**config.mk**
```make
export PLATFORM = sky130hd
export DESIGN_NAME = utf8_sequence_decoder
export DESIGN_NICKNAME = d
export VERILOG_FILES = /design/src/rtl/core/utf8d_pkg.sv /design/src/rtl/core/utf8_sequence_decoder.sv /design/src/rtl/core/utf8d_classify.sv /design/src/rtl/core/utf8d_assemble.sv /design/src/rtl/core/utf8d_check.sv
export SDC_FILE = /design/constraint.sdc
export NUM_CORES = 1
export LEC_CHECK = 0
export BUFFER_PORTS_ARGS = -buffer_cell sky130_fd_sc_hd__buf_2
export CAP_MARGIN = 20
export CORE_UTILIZATION = 56
export DETAILED_ROUTE_END_ITERATION = 10
export GPL_TIMING_DRIVEN = 0
export PLACE_DENSITY = 0.78
export RECOVER_POWER = 25
export SYNTH_ARGS = -nofsm -noshare
export SYNTH_HDL_FRONTEND = slang
export SYNTH_SLANG_ARGS = --single-unit
```
**constraint.sdc**
```tcl
create_clock -name i_clk -period 4.08 [get_ports i_clk]
set_input_delay 0.408 -clock i_clk [delete_from_list [all_inputs] [get_ports i_clk]]
set_output_delay 0.408 -clock i_clk [all_outputs]
set_load 0.02 [all_outputs]
```
**src/rtl/core/utf8d_pkg.sv**
```systemverilog
`timescale 1ns / 1ps
// ----------------------------------------------------------------------------
// utf8d_pkg
// Shared types and constants for the UTF-8 sequence decoder pipeline.
// ----------------------------------------------------------------------------
package utf8d_pkg;

    localparam int unsigned CP_W    = 31;
    localparam int unsigned BYTE_W  = 8;
    localparam int unsigned LEN_W   = 3;
    localparam int unsigned PAY_W   = 6;
    localparam int unsigned N_CONT  = 5;

    localparam logic [CP_W-1:0] REPL_CHAR  = 31'h0000_FFFD;
    localparam logic [CP_W-1:0] SURR_LO    = 31'h0000_D800;
    localparam logic [CP_W-1:0] SURR_HI    = 31'h0000_DFFF;
    localparam logic [CP_W-1:0] NONCHAR_FE = 31'h0000_FFFE;
    localparam logic [CP_W-1:0] NONCHAR_FF = 31'h0000_FFFF;

    // Stage 1 -> stage 2: sequence length, masked lead bits, continuation payloads
    typedef struct packed {
        logic [LEN_W-1:0]             len;
        logic [6:0]                   lead_bits;
        logic [N_CONT-1:0][PAY_W-1:0] cont;
        logic                         err;
    } t_s1;

    // Stage 2 -> stage 3: assembled value awaiting range checks
    typedef struct packed {
        logic [LEN_W-1:0] len;
        logic [CP_W-1:0]  value;
        logic             err;
    } t_s2;

    // Smallest value allowed for each form (anything below is overlong)
    function automatic logic [CP_W-1:0] floor_for_len(input logic [LEN_W-1:0] len);
        logic [CP_W-1:0] f;
        unique case (len)
            3'd2:    f = 31'h0000_0080;
            3'd3:    f = 31'h0000_0800;
            3'd4:    f = 31'h0001_0000;
            3'd5:    f = 31'h0020_0000;
            3'd6:    f = 31'h0400_0000;
            default: f = '0;
        endcase
        return f;
    endfunction

endpackage

```
**src/rtl/core/utf8_sequence_decoder.sv**
```systemverilog
`timescale 1ns / 1ps
// Requests pass the classify, assemble and check registers in turn to o_valid.
// Throughput: one request per cycle while i_ready is high; each stage holds one
//   request and refills in the cycle it drains, so a full stream never bubbles.
// Stalls back up stage by stage through the ready chain; nothing is dropped.
// Reset (i_rst_n low, synchronous) clears the stage valid bits only.
// ----------------------------------------------------------------------------
// utf8_sequence_decoder
// Decodes one 1..6 byte UTF-8 sequence (RFC 2279 forms) into a code point,
// returning U+FFFD for any malformed, short, overlong or disallowed input.
// ----------------------------------------------------------------------------
module utf8_sequence_decoder
    import utf8d_pkg::*;
(
    input  logic              i_clk,
    input  logic              i_rst_n,
    input  logic              i_valid,
    output logic              o_ready,
    input  logic [BYTE_W-1:0] i_lead_byte,
    input  logic [BYTE_W-1:0] i_cont_byte_1,
    input  logic [BYTE_W-1:0] i_cont_byte_2,
    input  logic [BYTE_W-1:0] i_cont_byte_3,
    input  logic [BYTE_W-1:0] i_cont_byte_4,
    input  logic [BYTE_W-1:0] i_cont_byte_5,
    input  logic [LEN_W-1:0]  i_avail_len,
    output logic              o_valid,
    input  logic              i_ready,
    output logic [CP_W-1:0]   o_code_point
);

    // stage 1 -> 2
    logic s1_valid;
    logic s1_ready;
    t_s1  s1_data;

    // stage 2 -> 3
    logic s2_valid;
    logic s2_ready;
    t_s2  s2_data;

    // Stage 1: lead byte class, length vs. available bytes, 10xxxxxx tags.
    // Any of these failing sets err, which rides along to force U+FFFD.
    utf8d_classify u_classify (
        .i_clk         (i_clk),
        .i_rst_n       (i_rst_n),
        .i_valid       (i_valid),
        .o_ready       (o_ready),
        .i_lead_byte   (i_lead_byte),
        .i_cont_byte_1 (i_cont_byte_1),
        .i_cont_byte_2 (i_cont_byte_2),
        .i_cont_byte_3 (i_cont_byte_3),
        .i_cont_byte_4 (i_cont_byte_4),
        .i_cont_byte_5 (i_cont_byte_5),
        .i_avail_len   (i_avail_len),
        .o_valid       (s1_valid),
        .i_ready       (s1_ready),
        .o_s1          (s1_data)
    );

    // Stage 2: concatenate payload bits per sequence length.
    utf8d_assemble u_assemble (
        .i_clk   (i_clk),
        .i_rst_n (i_rst_n),
        .i_valid (s1_valid),
        .o_ready (s1_ready),
        .i_s1    (s1_data),
        .o_valid (s2_valid),
        .i_ready (s2_ready),
        .o_s2    (s2_data)
    );

    // Stage 3: range checks, then the output register itself.
    utf8d_check u_check (
        .i_clk        (i_clk),
        .i_rst_n      (i_rst_n),
        .i_valid      (s2_valid),
        .o_ready      (s2_ready),
        .i_s2         (s2_data),
        .o_valid      (o_valid),
        .i_ready      (i_ready),
        .o_code_point (o_code_point)
    );

    // ------------------------------------------------------------------------
    // Assertions
    // ------------------------------------------------------------------------

    // Surrogates never leave the block.
    a_no_surrogate: assert property (@(posedge i_clk) disable iff (!i_rst_n)
        o_valid |-> !((o_code_point >= SURR_LO) && (o_code_point <= SURR_HI)))
        else $error("surrogate code point on output");

    // U+FFFE and U+FFFF never leave the block.
    a_no_nonchar: assert property (@(posedge i_clk) disable iff (!i_rst_n)
        o_valid |-> ((o_code_point != NONCHAR_FE) && (o_code_point != NONCHAR_FF)))
        else $error("noncharacter on output");

    // An empty output stage frees the whole ready chain.
    a_ready_when_empty: assert property (@(posedge i_clk) disable iff (!i_rst_n)
        !o_valid |-> o_ready)
        else $error("input stalled while output stage empty");

endmodule

```
**src/rtl/core/utf8d_classify.sv**
```systemverilog
`timescale 1ns / 1ps
// ----------------------------------------------------------------------------
// utf8d_classify
// Stage 1: decodes the lead byte, checks buffer length and continuation tags.
// ----------------------------------------------------------------------------
module utf8d_classify
    import utf8d_pkg::*;
(
    input  logic              i_clk,
    input  logic              i_rst_n,
    input  logic              i_valid,
    output logic              o_ready,
    input  logic [BYTE_W-1:0] i_lead_byte,
    input  logic [BYTE_W-1:0] i_cont_byte_1,
    input  logic [BYTE_W-1:0] i_cont_byte_2,
    input  logic [BYTE_W-1:0] i_cont_byte_3,
    input  logic [BYTE_W-1:0] i_cont_byte_4,
    input  logic [BYTE_W-1:0] i_cont_byte_5,
    input  logic [LEN_W-1:0]  i_avail_len,
    output logic              o_valid,
    input  logic              i_ready,
    output t_s1               o_s1
);

    logic                       r_vld;
    t_s1                        r_s1;
    t_s1                        n_s1;
    logic [LEN_W-1:0]           len;
    logic [6:0]                 lead_bits;
    logic                       bad_lead;
    logic [N_CONT-1:0][BYTE_W-1:0] cb;
    logic [N_CONT-1:0]          bad_cont;

    assign cb = {i_cont_byte_5, i_cont_byte_4, i_cont_byte_3, i_cont_byte_2, i_cont_byte_1};

    always_comb begin
        bad_lead  = 1'b0;
        len       = 3'd1;
        lead_bits = '0;
        unique casez (i_lead_byte)
            8'b0???_????: begin
                len = 3'd1; lead_bits = i_lead_byte[6:0];
            end
            8'b110?_????: begin
                len = 3'd2; lead_bits = {2'b00, i_lead_byte[4:0]};
            end
            8'b1110_????: begin
                len = 3'd3; lead_bits = {3'b000, i_lead_byte[3:0]};
            end
            8'b1111_0???: begin
                len = 3'd4; lead_bits = {4'b0000, i_lead_byte[2:0]};
            end
            8'b1111_10??: begin
                len = 3'd5; lead_bits = {5'b00000, i_lead_byte[1:0]};
            end
            8'b1111_110?: begin
                len = 3'd6; lead_bits = {6'b000000, i_lead_byte[0]};
            end
            default: begin
                bad_lead = 1'b1;
            end
        endcase
    end

    // a continuation byte only counts when the form reaches it
    always_comb begin
        for (int k = 0; k < N_CONT; k++) begin
            bad_cont[k] = (cb[k][7:6] != 2'b10) && (len > LEN_W'(k + 1));
        end
    end

    always_comb begin
        n_s1.len       = len;
        n_s1.lead_bits = lead_bits;
        for (int k = 0; k < N_CONT; k++) begin
            n_s1.cont[k] = cb[k][PAY_W-1:0];
        end
        n_s1.err = bad_lead || (i_avail_len < len) || (|bad_cont);
    end

    assign o_ready = !r_vld || i_ready;

    always_ff @(posedge i_clk) begin
        if (!i_rst_n) begin
            r_vld <= 1'b0;
        end else if (o_ready) begin
            r_vld <= i_valid;
        end
    end

    always_ff @(posedge i_clk) begin
        if (o_ready && i_valid) begin
            r_s1 <= n_s1;
        end
    end

    assign o_valid = r_vld;
    assign o_s1    = r_s1;

endmodule

```
**src/rtl/core/utf8d_assemble.sv**
```systemverilog
`timescale 1ns / 1ps
// ----------------------------------------------------------------------------
// utf8d_assemble
// Stage 2: packs lead bits and continuation payloads into the code point.
// ----------------------------------------------------------------------------
module utf8d_assemble
    import utf8d_pkg::*;
(
    input  logic i_clk,
    input  logic i_rst_n,
    input  logic i_valid,
    output logic o_ready,
    input  t_s1  i_s1,
    output logic o_valid,
    input  logic i_ready,
    output t_s2  o_s2
);

    logic            r_vld;
    t_s2             r_s2;
    t_s2             n_s2;
    logic [CP_W-1:0] value;

    // lead bits sit above (len - 1) six-bit groups
    always_comb begin
        unique case (i_s1.len)
            3'd2:    value = CP_W'({i_s1.lead_bits, i_s1.cont[0]});
            3'd3:    value = CP_W'({i_s1.lead_bits, i_s1.cont[0], i_s1.cont[1]});
            3'd4:    value = CP_W'({i_s1.lead_bits, i_s1.cont[0], i_s1.cont[1],
                                    i_s1.cont[2]});
            3'd5:    value = CP_W'({i_s1.lead_bits[1:0], i_s1.cont[0], i_s1.cont[1],
                                    i_s1.cont[2], i_s1.cont[3]});
            3'd6:    value = {i_s1.lead_bits[0], i_s1.cont[0], i_s1.cont[1],
                              i_s1.cont[2], i_s1.cont[3], i_s1.cont[4]};
            default: value = CP_W'(i_s1.lead_bits);
        endcase
    end

    always_comb begin
        n_s2.len   = i_s1.len;
        n_s2.value = value;
        n_s2.err   = i_s1.err;
    end

    assign o_ready = !r_vld || i_ready;

    always_ff @(posedge i_clk) begin
        if (!i_rst_n) begin
            r_vld <= 1'b0;
        end else if (o_ready) begin
            r_vld <= i_valid;
        end
    end

    always_ff @(posedge i_clk) begin
        if (o_ready && i_valid) begin
            r_s2 <= n_s2;
        end
    end

    assign o_valid = r_vld;
    assign o_s2    = r_s2;

endmodule

```
**src/rtl/core/utf8d_check.sv**
```systemverilog
`timescale 1ns / 1ps
// ----------------------------------------------------------------------------
// utf8d_check
// Stage 3: overlong, surrogate and noncharacter checks; output register.
// ----------------------------------------------------------------------------
module utf8d_check
    import utf8d_pkg::*;
(
    input  logic            i_clk,
    input  logic            i_rst_n,
    input  logic            i_valid,
    output logic            o_ready,
    input  t_s2             i_s2,
    output logic            o_valid,
    input  logic            i_ready,
    output logic [CP_W-1:0] o_code_point
);

    logic            r_vld;
    logic [CP_W-1:0] r_cp;
    logic [CP_W-1:0] n_cp;
    logic            reject;

    always_comb begin
        reject = i_s2.err
              || (i_s2.value < floor_for_len(i_s2.len))
              || ((i_s2.value >= SURR_LO) && (i_s2.value <= SURR_HI))
              || (i_s2.value == NONCHAR_FE)
              || (i_s2.value == NONCHAR_FF);
        n_cp = reject ? REPL_CHAR : i_s2.value;
    end

    assign o_ready = !r_vld || i_ready;

    always_ff @(posedge i_clk) begin
        if (!i_rst_n) begin
            r_vld <= 1'b0;
        end else if (o_ready) begin
            r_vld <= i_valid;
        end
    end

    always_ff @(posedge i_clk) begin
        if (o_ready && i_valid) begin
            r_cp <= n_cp;
        end
    end

    assign o_valid      = r_vld;
    assign o_code_point = r_cp;

endmodule

```
==> flow_summary.ini, run 1 <==
[hold_path]
min_to = u_classify.o_s1[17]
min-delay-start = i_cont_byte_3[4]
worstHoldPathCells = 1
worstHoldPathType = in2reg

[synth]
synth-seq-area-share = 0.625
synth_nets = 453
synth_area_leaders = edfxtp_1 (61%), mux2i_1 (4.8%), nand3b_1 (2.0%)
synth_ff_type = edfxtp_1
ys_async_sr_fraction = 0
synthCells = 392
avgSynthCellArea_sq_um = 13.4
synth_top_area_share = 0.613
synth-seq-cells = 110
synth_edf_count = 107
ys_types = 53
yosysWarnings = 0
yosysTopAreaCell = edfxtp_1
synthesis.area_sq_um = 5240

[worst_setup_path]
crit_slowest_cell = or3b_2
slowest_delay_ps = 500
path_class = reg2reg
required_ps = 4220
cp.arrival_ps = 2580
rr_worst_depth = 7
end_kind = register
path_cells = or3b_2 > ha_1 > or4_1 > nand4_1 > a41oi_4 > buf_6 > o21a_1
r2r-start = u_assemble.o_s2[32]
r2r_slack_ps = 1630
cp_max_fo = 10
startpoint_type = register
startpoint = u_assemble.o_s2[32]
rr_endpoint = u_check.o_code_point[24]

[drt]
routed_wl_um = 10500
ant_nets = 0
drt_first_pass_iters = 5
remaining_drc_errors = 0
drt_iter0_drc = 173
vias = 3646
viasPerCell = 6.03
routedWlPerCell_um = 17.4

[final_layout]
utilization = 0.681
instances_no_fill = 605
multi_input_area_sq_um = 1840
synthToLayoutAreaGrowth_pct = 15.6
drive_gt1_frac = 0.241
fillers = 668
insertedDiodeCount = 0
design_area_sq_um = 6050
seq_area_sq_um = 3270
final_nets = 553

[floorplanning]
die_y_um = 98.7
start_util = 0.589
core-area_sq_um = 8890
dieArea_sq_um = 9740
die_w_um = 98.7
io_pins = 88
num_rows = 34

[global_route]
grt_pass1_wl_um = 17200
gr-total-overflow = 0
track_usage = 0.231
antenna_found_initial = 0
first_global_vias = 3385
grt_max_degree = 35

[placement]
place.gp.congestion = 0.903
placed_area_sq_um = 5890
dp_cells = 589
io_buffer_count = 86
dp_hpwl_um = 7890

[clock_tree]
clk_pin_slew_worst_paths_ps = 110
clock_latency_ps = 370
cts_buffer_depth = 2
cts.sinks = 110
cts_buffers = 9
ctsHoldBuffers = 0
cts_tree = built
cts-resized-gates = 0
htreeDepth = 3
cts_root_buf = clkbuf_8
cts_setup_buffers = 0

[timing]
drv_slew = 0
setup_violations = 0
relSlewSlack = 0.267
hold_viol = 0
period_needed_ps = 2450
fin_crit_sh = 0.599
setup_tns_ps = 0
worst_pin_slew_ps = 1100
fmax_ghz = 0.409
skew_ps = 10.9
rsz0062_at_grt = no

[power]
peakVddDrop_mv = 0.212
pwr_density_cell_nw_per_um2 = 379
p_leak_nw = 2.19

[run_status]
status = completed

[run]
drv_cap = 0
-- per-layer routing --
layer / up-vias / GRT usage / share of wire
met3: 28 / 0.0340 / 0.044
met2: 155 / 0.386 / 0.49
li1: 1741 / - / -
met4: 0 / 0.104 / 0.028
met5: - / 0 / 0
met1: 1722 / 0.303 / 0.44
-- worst max-delay path by stage --
stage | to | slack, ps | cells after the start
3_5_place_dp | u_check.o_code_point[24] | 1630 | 7
6_report | u_check.o_code_point[24] | 1630 | 7
4_1_cts | u_check.o_code_point[24] | 1620 | 7
2_1_floorplan | u_assemble.o_s2[0] | 440 | 2
5_1_grt | u_check.o_code_point[23] | 1560 | 7
3_3_place_gp | u_assemble.o_s2[7] | -170 | 3
-- critical path, delay by kind of cell, from the launching register on --
kind	cells	cell delay, ps
AND/OR/NAND/NOR	3	1050
adder cells (fa/ha/maj)	1	270
buffers and inverters	1	200
AO/OA/AOI/OAI	2	250
flip-flops	1	460
-- synthesized netlist by cell type (3+ instances only) --
library cell	n
a21boi_0	7
o21a_1	11
inv_1	10
edfxtp_1	107
a221o_1	10
nand3_1	5
and3_1	5
nand3b_1	14
or4_1	4
ha_1	6
buf_2	4
mux2i_1	25
o21ai_1	5
clkbuf_1	19
dfxtp_1	3
a31oi_1	12
and2_1	9
nand4_1	5
o21ai_2	6
nand2b_1	4
a22o_1	12
nor2b_1	13
a21oi_1	8
nand2_1	17
nor2_1	15
o21bai_2	4
o21ai_0	21
-- sequential cells by signal (all words and copies together), names as in the netlist --
name / count
u_classify.o_valid: 1
u_check.o_code_point: 31
u_classify.o_s1: 41
u_assemble.o_s2: 35
u_assemble.o_valid: 1
u_check.o_valid: 1
-- per-stage QoR --
stage / hold slack [ps] / worst slack, ps / total power, W
2_1_floorplan: 400 / 438 / 0.00159
5_1_grt: 182 / 1560 / 0.00239
3_5_place_dp: 473 / 1630 / 0.00171
4_1_cts: 196 / 1620 / 0.00230
3_3_place_gp: 454 / -169 / 0.00170
6_report: 208 / 1630 / 0.00229
-- cell type report --
type / instances / share of cell area
Sequential cell: 110 / 0.541
Multi-Input combinational cell: 247 / 0.304
Timing Repair Buffer: 89 / 0.0773
Tap cell: 108 / 0.0223
Clock buffer: 10 / 0.0211
Buffer: 25 / 0.0188
Clock inverter: 6 / 0.00910
Inverter: 10 / 0.00620
-- placed cells by master, fill, tap and decap left out, types with 3 or more instances in the layout --
master | synthesis | routed
edfxtp_1 | 107 | 107
buf_2 | 4 | 76
clkbuf_1 | 19 | 34
mux2i_1 | 25 | 25
o21ai_0 | 21 | 21
nand2_1 | 17 | 17
nor2_1 | 15 | 15
nand3b_1 | 14 | 14
nor2b_1 | 13 | 12
a22o_1 | 12 | 12
a31oi_1 | 12 | 11
o21a_1 | 11 | 11
a221o_1 | 10 | 10
inv_1 | 10 | 10
and2_1 | 9 | 9
clkbuf_8 | 0 | 9
a21oi_1 | 8 | 8
a21boi_0 | 7 | 6
o21ai_2 | 6 | 6
ha_1 | 6 | 6
and3_1 | 5 | 5
nand4_1 | 5 | 5
nand3_1 | 5 | 5
o21ai_1 | 5 | 5
nand2b_1 | 4 | 4
or4_1 | 4 | 4
o21bai_2 | 4 | 4
dfxtp_1 | 3 | 3
-- cells by family after synthesis --
group,after synthesis,share of synthesized area
flops,110,0.625
simple gates,100,0.111
fa+ha+maj,6,0.0143
mux,27,0.0521
compound gates,114,0.169
buf+inv,35,0.0289
-- power breakdown --
| group | switching [W] | internal, W | total (W) |
|---|---|---|---|
| clock | 0.000371 | 0.000233 | 0.000604 |
| combinational | 0.000172 | 0.000134 | 0.000306 |
| sequential | 0.0000558 | 0.00133 | 0.00138 |
Note: power is estimated with default switching activity, not from simulation.
==> run 2: changes to the inputs <==
--- a/config.mk
+++ b/config.mk
@@ -7,10 +7,10 @@
 export LEC_CHECK = 0
 export BUFFER_PORTS_ARGS = -buffer_cell sky130_fd_sc_hd__buf_2
 export CAP_MARGIN = 20
-export CORE_UTILIZATION = 56
+export CORE_UTILIZATION = 51
 export DETAILED_ROUTE_END_ITERATION = 10
 export GPL_TIMING_DRIVEN = 0
-export PLACE_DENSITY = 0.78
+export PLACE_DENSITY = 0.75
 export RECOVER_POWER = 25
 export SYNTH_ARGS = -nofsm -noshare
 export SYNTH_HDL_FRONTEND = slang
==> constraint.sdc (replaced) <==
create_clock -name i_clk -period 2.1 [get_ports i_clk]
set_input_delay 0.21 -clock i_clk [delete_from_list [all_inputs] [get_ports i_clk]]
set_output_delay 0.21 -clock i_clk [all_outputs]
set_load 0.02 [all_outputs]
==> run 2 against run 1 <==
The run now ends with setup timing left. Largest power group unchanged. Critical path type unchanged. Sequential power grew 95%. Combinational power increased by 110%. Register-to-register slack worse by 1800 ps.
==> flow_summary.ini, run 2 (synthesis gave the netlist of run 1 again) <==
[power]
switching_share = 0.267
p_total_w = 0.00457
comb_power_share = 0.144
p_clk_frac = 0.268
p_leak_nw = 2.37
p_switching_w = 0.00122
p_int_w = 0.00335
peakVddDrop_mv = 0.434
pwr-share-seq = 0.589
pwr_density_cell_nw_per_um2 = 708

[timing]
relSlewSlack = 0.534
period_needed_ps = 2300
worst_pin_slew_ps = 692
drv_slew = 0
setup_violations = 25
skew_ps = 13.2
rsz0062_at_grt = yes
setup_tns_ps = -3240
hold_viol = 0
setup_slack_ps = -200
fin_crit_sh = 1.10
fmax_ghz = 0.435

[global_route]
track_usage = 0.219
grt_max_degree = 35
antenna_found_initial = 0
first_global_vias = 3390
grt_pass1_wl_um = 17200
gr-total-overflow = 0

[clock_tree]
htreeDepth = 3
clk_pin_slew_worst_paths_ps = 100
cts_buffers = 9
cts.sinks = 110
cts_buffer_depth = 2
cts_root_buf = clkbuf_8
clock_latency_ps = 370
cts_tree = built

[final_layout]
insertedDiodeCount = 0
instances_no_fill = 658
mostFrequentLayoutCells = edfxtp_1 (107), buf_2 (82), mux2i_1 (25)
synthToLayoutAreaGrowth_pct = 23.2
drive_gt1_frac = 0.282
final_nets = 581
largest_register_ffs = 41
final_common_cell = edfxtp_1
fillers = 759

[drt]
vias = 3722
drt_iter0_drc = 147
drt_first_pass_iters = 5
remaining_drc_errors = 0
ant_nets = 0
routedWlPerCell_um = 17.2
routed_wl_um = 11300
viasPerCell = 5.66

[worst_setup_path]
slowest_delay_ps = 460
critPathTopFamily = simple AND/OR/NAND/NOR gates
path_cells = or3b_4 > ha_4 > or4_1 > nand4_1 > buf_4 > a41oi_2 > o21a_1
crit_slowest_cell = or4_1
cp_max_fo = 4
end_kind = register
path_class = reg2reg
startpoint_type = register
crit_buf_inv = 1
required_ps = 2230
cp.arrival_ps = 2430

[floorplanning]
num_rows = 36
dieArea_sq_um = 10700
die_y_um = 103
io_pins = 88
core-area_sq_um = 9860
start_util = 0.531
die_w_um = 103

[hold_path]
worstHoldPathType = in2reg

[run_status]
status = complete, but fails checks
violations = setup timing

[placement]
io_buffer_count = 86
dp_cells = 614
place.gp.congestion = 0.908
dp_hpwl_um = 8220

[run]
drv_cap = 0
## run 2: changes by cell type in the layout (fill, tap and decap cells not counted), moves of 5 or more
cell,before,now
buf_2,76,82
buf_4,0,8
clkbuf_1,34,22
clkbuf_2,0,5
dlygate4sd3_1,0,18
## run 2: power by group through the flow
| stage | Clock, W | Combinational, W | Sequential [W] |
|---|---|---|---|
| 2_1_floorplan | 0 | 0.000375 | 0.00272 |
| 3_3_place_gp | 0 | 0.000570 | 0.00274 |
| 3_5_place_dp | 0 | 0.000598 | 0.00274 |
| 4_1_cts | 0.00124 | 0.000627 | 0.00269 |
| 5_1_grt | 0.00132 | 0.000716 | 0.00270 |
| 6_report | 0.00122 | 0.000656 | 0.00269 |
## run 2: through the flow
stage / hold slack [ps] / util / instance area [sq um] / setup WS (ps)
finish: 11.2 / 0.654 / 6450 / -200
floorplan: 309 / - / 5270 / -238
global placement: 386 / 0.594 / 5860 / -497
CTS: 0.244 / 0.639 / 6300 / -178
detailed placement: 388 / 0.601 / 5930 / -224
global route: 1.52 / 0.654 / 6450 / -255
## run 2: path summary, 6_finish.rpt
| kind | from | endpoint | slack, ps | cells after the start |
|---|---|---|---|---|
| worst min register to register | u_classify.o_s1[0] | u_assemble.o_s2[0] | 460 | 0 |
| worst min-delay path | i_cont_byte_3[5] | u_classify.o_s1[18] | 10 | 1 |
| worst max-delay path | u_assemble.o_s2[32] | u_check.o_code_point[16] | -200 | 7 |
| worst max register to register | u_assemble.o_s2[32] | u_check.o_code_point[16] | -200 | 7 |
## run 2: worst reg2reg max path, delay by kind of cell (launching register included)
family                     cells  cell delay [ps]
DFF                            1              420
adders and majority gates      1              160
and+or+nand+nor                3             1050
AOI/OAI and AO/OA              2              280
buffers and inverters          1              150
## run 2: routing by layer
layer,part of all wire,global-route usage,up-vias
met1,0.43,0.275,1775
met5,0,0,-
met2,0.51,0.379,127
met3,0.037,0.0329,24
met4,0.024,0.0888,0
li1,-,-,1796
## run 2: cell type report
cell class | count | area, sq um | share of cell area
Inverter | 10 | 37.5 | 0.00582
Timing Repair Buffer | 116 | 732 | 0.113
Multi-Input combinational cell | 248 | 1930 | 0.299
Sequential cell | 110 | 3270 | 0.507
Clock inverter | 6 | 62.6 | 0.00969
Buffer | 25 | 123 | 0.0190
Tap cell | 133 | 166 | 0.0258
Clock buffer | 10 | 128 | 0.0198
## run 2: what timing repair did
item,4_1_cts,5_1_grt
pin swaps,1,3
buffers inserted,5,3
endpoints found under the setup margin,40,29
gates cloned,3,0
hold buffers,7,11
endpoints found under the hold margin,7,11
resized for setup,11,12
==> run 3: changes to the inputs <==
--- a/config.mk
+++ b/config.mk
@@ -5,12 +5,13 @@
 export SDC_FILE = /design/constraint.sdc
 export NUM_CORES = 1
 export LEC_CHECK = 0
+export ABC_CLOCK_PERIOD_IN_PS = 2100
 export BUFFER_PORTS_ARGS = -buffer_cell sky130_fd_sc_hd__buf_2
 export CAP_MARGIN = 20
 export CORE_UTILIZATION = 51
 export DETAILED_ROUTE_END_ITERATION = 10
 export GPL_TIMING_DRIVEN = 0
-export PLACE_DENSITY = 0.75
+export PLACE_DENSITY = 0.86
 export RECOVER_POWER = 25
 export SYNTH_ARGS = -nofsm -noshare
 export SYNTH_HDL_FRONTEND = slang
==> run 3 against run 2 <==
The flow still finishes with violations (setup timing). Sequential share of layout area grew 0.27 points. Clock-buffer cell count is the same. Largest power group unchanged. Clock power shrank 3%. Core utilization shrank 0.34 points. Design area shrank 0.52%. Clock skew grew 3.3 ps. Fmax shrank 1.6%.
==> flow_summary.ini, run 3 (synthesis gave the netlist of run 1 again) <==
[power]
p_total_w = 0.00454
p_leak_nw = 2.36
peakVddDrop_mv = 0.345
pwr_density_cell_nw_per_um2 = 707

[global_route]
grt_pass1_wl_um = 18100
first_global_vias = 3609
track_usage = 0.229
antenna_found_initial = 0
gr-total-overflow = 0
grt_max_degree = 35

[clock_tree]
cts_root_buf = clkbuf_8
cts_tree = built
clock_latency_ps = 370
cts.sinks = 110
htreeDepth = 3
cts_buffer_depth = 2
clk_pin_slew_worst_paths_ps = 100
cts_buffers = 9

[final_layout]
final_nets = 580
drive_gt1_frac = 0.290
fillers = 736
synthToLayoutAreaGrowth_pct = 22.6
instances_no_fill = 657
mostFrequentLayoutCells = edfxtp_1 (107), buf_2 (81), mux2i_1 (25)
insertedDiodeCount = 0
final_common_cell = edfxtp_1
utilization = 0.651
largest_register_ffs = 41

[timing]
rsz0062_at_grt = yes
relSlewSlack = 0.549
fin_crit_sh = 1.11
skew_ps = 16.5
period_needed_ps = 2340
setup_tns_ps = -4610
hold_viol = 0
fmax_ghz = 0.428
setup_slack_ps = -238
setup_violations = 25
worst_pin_slew_ps = 670
drv_slew = 0

[drt]
met3WireLength_um = 538
wl_met2_um = 5690
drt_first_pass_iters = 5
viasPerCell = 5.74
routed_wl_um = 11600
highest_layer = met4
vias = 3773
ant_nets = 0
routedWlPerCell_um = 17.6
met1_length_um = 4920
drt_iter0_drc = 226
remaining_drc_errors = 0

[floorplanning]
die_y_um = 103
core-area_sq_um = 9860
io_pins = 88
dieArea_sq_um = 10700
die_w_um = 103
num_rows = 36
start_util = 0.531

[worst_setup_path]
rr_endpoint = u_check.o_code_point[21]
end_kind = register
crit_buf_inv = 1
required_ps = 2230
rr_worst_depth = 7
path_cells = or3b_4 > ha_4 > or4_4 > nand4_1 > buf_4 > a41oi_4 > o21a_1
path_class = reg2reg
crit_slowest_cell = or4_4
cp_max_fo = 4
startpoint_type = register
critPathTopFamily = simple AND/OR/NAND/NOR gates
r2r_slack_ps = -240
cp.arrival_ps = 2470
r2r-start = u_assemble.o_s2[32]
slowest_delay_ps = 480

[hold_path]
worstHoldPathCells = 1
min-delay-start = i_cont_byte_4[4]
worstHoldPathType = in2reg
min_to = u_classify.o_s1[23]

[placement]
dp_hpwl_um = 8170
dp_cells = 614
io_buffer_count = 86
preCtsSetupSlack_ps = -198
place.gp.congestion = 0.922

[run]
drv_cap = 0

[run_status]
violations = setup timing
status = complete, but fails checks
==> run 3: power by group <==
group	internal [W]	leakage, nW	switching [W]
Combinational	0.000303	1.26	0.000361
Sequential	0.00258	1.01	0.000111
Clock	0.000455	0.0905	0.000728
==> run 3: cell type report <==
| class | instances | area (sq um) | share of cell area |
|---|---|---|---|
| Clock inverter | 6 | 56.3 | 0.00877 |
| Tap cell | 133 | 166 | 0.0259 |
| Clock buffer | 10 | 128 | 0.0199 |
| Buffer | 25 | 123 | 0.0191 |
| Multi-Input combinational cell | 248 | 1930 | 0.301 |
| Timing Repair Buffer | 115 | 706 | 0.110 |
| Sequential cell | 110 | 3270 | 0.510 |
| Inverter | 10 | 37.5 | 0.00585 |
==> run 3: worst max path at each step <==
stage,startpoint,end,slack [ps],cells past startpoint
2_1_floorplan,u_check.o_valid,u_classify.o_s1[0],-240,2
3_3_place_gp,u_check.o_valid,u_classify.o_s1[11],-490,2
3_5_place_dp,u_assemble.o_s2[33],u_check.o_code_point[24],-200,7
4_1_cts,u_assemble.o_s2[32],u_check.o_code_point[21],-140,7
5_1_grt,u_assemble.o_s2[32],u_check.o_code_point[21],-270,7
6_report,u_assemble.o_s2[32],u_check.o_code_point[21],-240,7
==> run 3: repair_timing <==
item | 4_1_cts | 5_1_grt
resized for setup | 11 | 10
endpoints found under the hold margin | 7 | 4
hold buffers | 7 | 4
endpoints found under the setup margin | 43 | 37
pin swaps | 2 | 5
gates cloned | 3 | 0
setup buffers | 9 | 4
==> run 3: stage by stage <==
step,instance area (sq um),hold slack (ps)
floorplan,5270,309
CTS,6330,0.274
global route,6420,0.677
finish,6420,10.2
global placement,5860,387
detailed placement,5930,388
==> run 3: layer usage <==
metal,up-vias,GRT usage
li1,1795,-
met1,1773,0.288
met2,169,0.381
met3,36,0.0390
met4,0,0.119
met5,-,0
